==> config.mk <==
export PLATFORM = sky130hd
export DESIGN_NAME = ppt_ctrl
export DESIGN_NICKNAME = d
export VERILOG_FILES = /design/src/sv/pivot_permutation_tracker_core_defines.svh /design/src/sv/ppt_pkg.sv /design/src/sv/ppt_ctrl.sv
export SDC_FILE = /design/constraint.sdc
export NUM_CORES = 1
export LEC_CHECK = 0
export ABC_AREA = 1
export BUFFER_PORTS_ARGS = -buffer_cell sky130_fd_sc_hd__buf_2
export CAP_MARGIN = 20
export CORE_ASPECT_RATIO = 1.1
export CORE_MARGIN = 5
export CORE_UTILIZATION = 35
export CTS_BUF_LIST = sky130_fd_sc_hd__clkbuf_16
export DETAILED_ROUTE_END_ITERATION = 10
export MAX_ROUTING_LAYER = met4
export SYNTH_ARGS = -nofsm -noshare
export SYNTH_HDL_FRONTEND = slang
export SYNTH_SLANG_ARGS = --single-unit
==> constraint.sdc <==
create_clock -name clk -period 1.1 [get_ports clk]
set_input_delay 0.055 -clock clk [delete_from_list [all_inputs] [get_ports clk]]
set_output_delay 0.055 -clock clk [all_outputs]
set_load 0.005 [all_outputs]
==> src/sv/pivot_permutation_tracker_core_defines.svh <==
// Assertion macros shared by the permutation tracker RTL.
`ifndef PIVOT_PERMUTATION_TRACKER_CORE_DEFINES_SVH
`define PIVOT_PERMUTATION_TRACKER_CORE_DEFINES_SVH

// Implication checked in the same cycle.
`define PPT_ASSERT_SAME(label, ante, cons, msg) \
	label: assert property (@(posedge clk) disable iff (!arst_n) (ante) |-> (cons)) \
		else $error(msg);

// Implication checked in the cycle after the antecedent.
`define PPT_ASSERT_NEXT(label, ante, cons, msg) \
	label: assert property (@(posedge clk) disable iff (!arst_n) (ante) |=> (cons)) \
		else $error(msg);

`endif

==> src/sv/ppt_pkg.sv <==
// Shared types and constants of the permutation tracker.
package ppt_pkg;

	localparam int MAX_POSITIONS = 1024;
	localparam int POS_W = $clog2(MAX_POSITIONS);
	localparam int IDX_W = 10;
	localparam int SIZE_W = 11;
	localparam int OP_W = 2;

	localparam logic [SIZE_W-1:0] SIZE_RESET =
		(MAX_POSITIONS < 1024) ? SIZE_W'(MAX_POSITIONS) : SIZE_W'(1024);
	localparam logic [POS_W-1:0] POS_LAST = POS_W'(MAX_POSITIONS - 1);

	typedef enum logic [OP_W-1:0] {
		OP_IDENTITY = 2'd0,
		OP_SWAP     = 2'd1,
		OP_IMAGE    = 2'd2,
		OP_PREIMAGE = 2'd3
	} op_t;

	typedef struct packed {
		logic accept;
		logic par_clr;
		logic clr_wr;
		logic cap_fa;
		logic rd_b;
		logic wr1;
		logic wr2;
		logic cap_ans;
		logic load;
		logic from_rd;
	} cmd_t;

	typedef struct packed {
		logic err;
		logic same;
		logic clr_last;
		logic out_free;
	} sts_t;

endpackage

==> src/sv/ppt_ctrl.sv <==
// Controller state machine of the permutation tracker.
module ppt_ctrl
	import ppt_pkg::*;
(
	input  logic            clk,
	input  logic            arst_n,
	input  logic            in_valid,
	input  logic [OP_W-1:0] opcode,
	input  sts_t            sts,
	output cmd_t            cmd,
	output logic            in_stall
);

	typedef enum logic [7:0] {
		ST_BOOT  = 8'b0000_0001,
		ST_IDLE  = 8'b0000_0010,
		ST_CLEAR = 8'b0000_0100,
		ST_RDB   = 8'b0000_1000,
		ST_WR1   = 8'b0001_0000,
		ST_WR2   = 8'b0010_0000,
		ST_QRY   = 8'b0100_0000,
		ST_EMIT  = 8'b1000_0000
	} state_t;

	state_t state_q;
	state_t state_d;

	assign in_stall = (state_q != ST_IDLE);

	always_comb begin
		state_d = state_q;
		cmd = '0;
		unique case (state_q)
			ST_BOOT: begin
				cmd.clr_wr = 1'b1;
				if (sts.clr_last) begin
					state_d = ST_IDLE;
				end
			end
			ST_IDLE: begin
				if (in_valid) begin
					cmd.accept = 1'b1;
					unique case (op_t'(opcode))
						OP_IDENTITY: begin
							cmd.par_clr = 1'b1;
							state_d = ST_CLEAR;
						end
						OP_SWAP: begin
							state_d = (sts.err || sts.same) ? ST_EMIT : ST_RDB;
						end
						OP_IMAGE, OP_PREIMAGE: begin
							state_d = sts.err ? ST_EMIT : ST_QRY;
						end
						default: begin
							state_d = ST_EMIT;
						end
					endcase
				end
			end
			ST_CLEAR: begin
				cmd.clr_wr = 1'b1;
				if (sts.clr_last) begin
					cmd.load = sts.out_free;
					state_d = sts.out_free ? ST_IDLE : ST_EMIT;
				end
			end
			ST_RDB: begin
				cmd.cap_fa = 1'b1;
				cmd.rd_b = 1'b1;
				state_d = ST_WR1;
			end
			ST_WR1: begin
				cmd.wr1 = 1'b1;
				state_d = ST_WR2;
			end
			ST_WR2: begin
				cmd.wr2 = 1'b1;
				cmd.load = sts.out_free;
				state_d = sts.out_free ? ST_IDLE : ST_EMIT;
			end
			ST_QRY: begin
				cmd.cap_ans = 1'b1;
				cmd.from_rd = 1'b1;
				cmd.load = sts.out_free;
				state_d = sts.out_free ? ST_IDLE : ST_EMIT;
			end
			ST_EMIT: begin
				cmd.load = sts.out_free;
				if (sts.out_free) begin
					state_d = ST_IDLE;
				end
			end
			default: begin
				state_d = ST_IDLE;
			end
		endcase
	end

	always_ff @(posedge clk or negedge arst_n) begin
		if (!arst_n) begin
			state_q <= ST_BOOT;
		end else begin
			state_q <= state_d;
		end
	end

endmodule

==> out/qor.csv, run 1 <==
metric,value,unit
max FFs per register,8,
Synth Warn #,0,
post-route insts no fill,172,
critical path class,register to primary output,
Int Pwr,1.53,mW
registers with the most flip-flops,state_q x8,
root buffer cell,clkbuf_16,
Seq pwr share,16.2,%
largest register by flop count,state_q,
r2r worst-path depth,11,
# placed instances,151,
routed wire length,2.09,mm
XOR/XNOR Fraction of Synth Area,0,%
switching pwr,1.06,mW
fillers,180,
maximum VDD drop,0.00124,V
RR Endpoint,state_q[7],
highest-count cells in the layout ignoring fill and taps,"buf_4, buf_2, inv_1, nand2_1",
CP most frequent cell,inv_2,
RSZ-0062 raised after global routing,yes,
vias in the first global route,791,
"most common cell after layout, fill and taps aside",buf_4,
Post-Syn Area,726,um2
area of the multi-input gates,538,um2
Post-Synth Simple-Gate Area,54.7,%
met1 usage,15.9,%
slowest CP cell,dfrtp_1,
Worst-Margin Slew,205,ps
Final setup viols,18,
"Req. time, crit path",1040,ps
vias post-DR,773,
CP Max Fanout,4,
f_max,695,MHz
Synth Instances,99,
clock tree buffer depth,2,
final core occ,62.0,%
Detailed Route Iter0 Violations,6,
row count,17,
share of layout cells above drive strength 1,64.6,%
CP bufs+invs,3,
clock group share of total power,24.3,%
Worst-Skew Late Latency,240,ps
synthesis-to-layout area growth,70.7,%
Final WS setup,-339,ps
antenna-violating nets left,0,
Slew headroom,86.2,%
Storage cell area,203,um2
post-synthesis register bit count,8,
M3 GR Usage,2.31,%
R2R Setup Slk,-320,ps
initial antenna violation count,0,
chip width,53.4,um
max_cap viols,0,
wire per inst,12.2,um
core area,2000,um2
Placed Area,906,um2
IO Count,20,
Critical Path AT,1380,ps
Startpoint Class,register,
status,"complete, but fails checks",
main combinational cell family by area after synthesis,simple AND/OR/NAND/NOR gates,
final-report hold violation count,0,
Power Dens Cells,2090,nW/um2
Leakage,0.659,nW
PnR Total Power,2.59,mW
post-synthesis sequential area ratio,27.8,%
largest net degree at the start of global routing,9,
H-tree depth,1,
# port buffers,19,
compound-gate portion of the synthesized area,3.28,%
antenna cells,0,
1st-pass router iterations,3,
Initial Utilization,36.3,%
drt via density,4.49,
Slew Limit Fails,0,
mux cell area share after synthesis,0,%
DP Wirelength,1.40,mm
gr ovfl total,0,
crit path capture type,primary output,
worst hold slack,78.6,ps
worst-path cell chain,inv_2 -> nand2_4 -> nor2_4 -> nand2_2 -> inv_2 -> nor2_1 -> a31oi_1 -> buf_2,
met2 GRT Util,27.5,%
Num CTS Buffers,3,
crit-path leading delay family,flip-flops,
Sw Share,41.0,%
# nets final,154,
fin crit share,131,%
hold_sp,opcode[1],
GR peak layer,met2,
DRC viols,0,
Die ar.,3080,um2
syn nets,108,
All-Layer GR Usage,15.6,%
first-pass GRT wire length,3.35,mm
hold path depth,3,
Final Critical Period,1440,ps
TritonCTS clock tree,yes,
Die H,57.8,um
Synth Area in Adders,0,%
clock edge transition at the registers on the reported setup and hold paths,40,ps
library cells used by synthesis,23,
clock skew,0.927,ps
Comb pwr share,59.5,%
GP Congestion,0.885,
Worst Hold Path EP,state_q[6],
HP Class,primary input to register,
reg2reg start,state_q[0],
max incr delay on CP,430,ps
fin area,1240,um2
Mapped Avg Cell Area,7.33,um2
failing checks,negative setup slack,
clock sink count,8,
==> layout make-up <==
class	instances	area share [%]
inverters	20	7.17
flip-flops and latches	8	16.4
clock buffers	3	6.06
multi-input cells	69	43.4
repair buffers	43	23.8
clock inverters	1	0.303
well taps	28	2.83
==> kinds of logic after synthesis <==
logic type             after synthesis
AND/OR/NAND/NOR                     65
AO/OA/AOI/OAI                        4
flip-flops                           8
buffers and inverters               22
==> synthesized netlist by cell type <==
cell type / count / area [um2]
a31oi_1: 1 / 6.26
nor3_4: 1 / 16.3
nor2_4: 3 / 33.8
nand3_1: 12 / 60.1
nor2_2: 5 / 31.3
nor3_1: 1 / 5.00
nand2_1: 15 / 56.3
clkinv_8: 1 / 16.3
nor2_1: 11 / 41.3
a21oi_1: 1 / 5.00
nand3_2: 5 / 50.1
nand4_1: 1 / 6.26
inv_1: 14 / 52.6
o21bai_1: 1 / 7.51
buf_4: 2 / 15.0
nor3_2: 2 / 20.0
dfstp_2: 1 / 26.3
dfrtp_1: 7 / 175
nand2_4: 4 / 45.0
nand2_2: 5 / 31.3
inv_2: 4 / 15.0
o21ai_0: 1 / 5.00
clkinv_2: 1 / 5.00
==> worst max path at each step <==
stage | endpoint | startpoint | depth (start not counted) | slack (ps)
finish | cmd[1] | state_q[1] | 8 | -340
global route | cmd[1] | state_q[1] | 6 | -440
CTS | cmd[1] | state_q[0] | 8 | -320
detailed placement | state_q[1] | state_q[0] | 8 | -150
global placement | cmd[1] | state_q[1] | 6 | -180
floorplan | state_q[7] | state_q[0] | 9 | -60
==> metal layers <==
layer  vias to the layer above  wire length [um]
met2                        22              1140
met3                         7                80
met4                         0                74
met5                         -                 0
met1                       345               797
li1                        399                 -
==> through the flow <==
step           setup TNS (ps)  setup WS, ps
2_1_floorplan            -161         -61.8
3_5_place_dp             -870          -155
4_1_cts                 -3560          -316
6_report                -4030          -339
5_1_grt                 -5250          -444
3_3_place_gp            -1040          -177
==> tightest hold or removal path, cell delays in order <==
cell,delay (ps)
buf_2,110
nand3_1,70
nor2_1,40
==> power by group through the flow <==
stage / clock network [mW] / logic (mW) / registers, mW
after floorplan: 0 / 0.787 / 0.395
after global placement: 0 / 1.04 / 0.403
after detailed placement: 0 / 1.05 / 0.403
after CTS: 0.634 / 1.35 / 0.411
after global routing: 0.645 / 1.68 / 0.428
final: 0.629 / 1.54 / 0.419
==> timing repair <==
| action | in CTS | in global routing |
|---|---|---|
| hold endpoints to repair | 8 | 0 |
| buffers inserted | 12 | 4 |
| hold buffers | 1 | 0 |
| setup endpoints to repair | 17 | 18 |
| gates resized for setup | 15 | 14 |
| pin swaps | 15 | 9 |
Power figures use the tool's default switching activity.
==> inputs of run 2 (changes only) <==
==> constraint.sdc (replaced) <==
create_clock -name clk -period 1.7 [get_ports clk]
set_input_delay 0.085 -clock clk [delete_from_list [all_inputs] [get_ports clk]]
set_output_delay 0.085 -clock clk [all_outputs]
set_load 0.005 [all_outputs]
==> run 2 against run 1 <==
The run now ends clean. Critical path type unchanged. Clock-buffer cell count unchanged. Sequential share of layout area increased by 5.3 points. Cell area is 25% lower. Largest cell class unchanged. Non-clock buffer count decreased by 23. Flip-flop and latch count unchanged. Setup slack better by 510 ps. Sequential power is 38% lower. Global-route usage fell by 3.9 points. First-iteration DRC count is 50% higher. Via count is 17% lower. Largest power group unchanged.
==> out/qor.csv, run 2 (synthesis gave the netlist of run 1 again) <==
metric,value,unit,change
gr ovfl total,0,,unchanged
Worst-Skew Late Latency,230,ps,was 240 ps
TritonCTS clock tree,yes,,unchanged
HP Class,primary input to register,,unchanged
chip width,53.4,um,unchanged
r2r worst-path depth,9,,was 11
final-report hold violation count,0,,unchanged
CP most frequent cell,nor2_1,,was inv_2
vias post-DR,645,,was 773
Initial Utilization,36.3,%,unchanged
IO Count,20,,unchanged
Setup crit end,cmd[1],,unchanged
max incr delay on CP,410,ps,was 430 ps
CP bufs+invs,2,,was 3
"most common cell after layout, fill and taps aside",buf_2,,was buf_4
worst-path cell chain,nor2_1 -> nand4_1 -> inv_1 -> nor2_1 -> a31oi_1 -> buf_2,,was inv_2 -> nand2_4 -> nor2_4 -> nand2_2 -> inv_2 -> nor2_1 -> a31oi_1 -> buf_2
max_cap viols,0,,unchanged
crit-path leading delay family,simple AND/OR/NAND/NOR gates,,was flip-flops
Comb pwr share,48.2,%,was 59.5%
clock edge transition at the registers on the reported setup and hold paths,40,ps,about the same
initial antenna violation count,0,,unchanged
clock tree buffer depth,2,,unchanged
Power Dens Cells,1370,nW/um2,was 2090 nW/um2
RR Endpoint,state_q[7],,unchanged
All-Layer GR Usage,11.6,%,was 15.6%
core area,2000,um2,unchanged
Worst-Margin Slew,266,ps,was 205 ps
largest register by flop count,state_q,,unchanged
Startpoint Class,register,,unchanged
Sw Share,41.7,%,was 41.0%
routed wire length,1.58,mm,was 2.09 mm
drt via density,4.33,,was 4.49
Slew Limit Fails,0,,unchanged
antenna cells,0,,unchanged
Final setup viols,0,,was 18
crit path capture type,primary output,,unchanged
Resized Gates After CTS,0,,was 15
Die H,57.8,um,unchanged
fin crit share,89.8,%,
area of the multi-input gates,420,um2,was 538 um2
row count,17,,unchanged
Critical Path AT,1440,ps,was 1380 ps
Int Pwr,0.744,mW,was 1.53 mW
CP Max Fanout,4,,unchanged
Final Critical Period,1530,ps,
root buffer cell,clkbuf_16,,unchanged
critical path class,register to primary output,,unchanged
Detailed Route Iter0 Violations,9,,was 6
"Req. time, crit path",1620,ps,was 1040 ps
status,finished clean,,"was complete, but fails checks"
H-tree depth,1,,unchanged
slowest CP cell,dfrtp_1,,unchanged
fillers,216,,was 180
# nets final,131,,was 154
DP Wirelength,1.33,mm,was 1.40 mm
worst hold slack,122,ps,was 78.6 ps
clock sink count,8,,unchanged
RSZ-0062 raised after global routing,no,,was yes
post-CTS setup buffers,0,,was 12
wire per inst,10.6,um,was 12.2 um
synthesis-to-layout area growth,28.1,%,was 70.7%
switching pwr,0.533,mW,was 1.06 mW
hold_buf cts,1,,unchanged
max FFs per register,8,,unchanged
DRC viols,0,,unchanged
1st-pass router iterations,4,,was 3
Slew headroom,82.2,%,was 86.2%
Leakage,0.521,nW,was 0.659 nW
hold_sp,opcode[0],,was opcode[1]
first-pass GRT wire length,2.56,mm,was 3.35 mm
Die ar.,3080,um2,unchanged
# port buffers,19,,unchanged
clock skew,1.91,ps,was 0.927 ps
GP Congestion,0.869,,was 0.885
clock group share of total power,31.4,%,was 24.3%
maximum VDD drop,0.000753,V,was 0.00124 V
highest-count cells in the layout ignoring fill and taps,"buf_2, inv_1, nand2_1",,"was buf_4, buf_2, inv_1, nand2_1"
share of layout cells above drive strength 1,44.6,%,was 64.6%
stages on the worst setup path,6,,was 8
setup_tns,0,ps,was -4030 ps
antenna-violating nets left,0,,unchanged
f_max,655,MHz,
R2R Setup Slk,430,ps,was -320 ps
Seq pwr share,20.3,%,was 16.2%
largest net degree at the start of global routing,9,,unchanged
worst setup path start,state_q[1],,unchanged
Storage cell area,201,um2,was 203 um2
registers with the most flip-flops,state_q x8,,unchanged
Num CTS Buffers,3,,unchanged
reg2reg start,state_q[0],,unchanged
vias in the first global route,632,,was 791
==> run 2: layout make-up <==
class | instances | share of cell area [%]
Multi-Input combinational cell | 69 | 45.2
Clock inverter | 1 | 0.404
Sequential cell | 8 | 21.7
Timing Repair Buffer | 20 | 11.3
Inverter | 20 | 9.56
Tap cell | 28 | 3.77
Clock buffer | 3 | 8.08
==> run 2: power by group through the flow <==
stage / clock network, mW / logic [mW] / registers, mW
floorplan: 0 / 0.486 / 0.256
global placement: 0 / 0.610 / 0.262
detailed placement: 0 / 0.616 / 0.262
CTS: 0.406 / 0.622 / 0.260
global route: 0.417 / 0.680 / 0.263
finish: 0.401 / 0.616 / 0.260
==> run 2: through the flow <==
step	util (%)	instance area (um2)	cells	total power [mW]	worst slack [ps]
2_1_floorplan	-	726	99	0.742	522
3_3_place_gp	42.1	841	144	0.873	401
3_5_place_dp	42.1	841	144	0.878	406
4_1_cts	46.5	930	149	1.29	174
5_1_grt	46.5	930	149	1.36	83.3
6_report	46.5	930	149	1.28	173
==> run 2: routing by layer <==
| layer | up-vias | global-route usage, % | part of all wire [%] |
|---|---|---|---|
| li1 | 351 | - | - |
| met1 | 268 | 13.3 | 44 |
| met2 | 22 | 18.9 | 47 |
| met3 | 4 | 1.03 | 6.2 |
| met4 | 0 | 7.66 | 2.7 |
| met5 | - | - | 0 |
==> run 2: worst min-delay path, delay by kind of cell <==
family / cells / cell delay [ps]
simple gates: 2 / 120
buf+inv: 1 / 100
==> run 2: how the worst min path moves through the flow <==
| stage | depth (start not counted) | endpoint | slack, ps |
|---|---|---|---|
| floorplan | 0 | state_q[1] | -210 |
| global placement | 1 | state_q[6] | -70 |
| detailed placement | 1 | state_q[4] | -70 |
| CTS | 3 | state_q[3] | 120 |
| global route | 3 | state_q[3] | 130 |
| finish | 3 | state_q[3] | 120 |
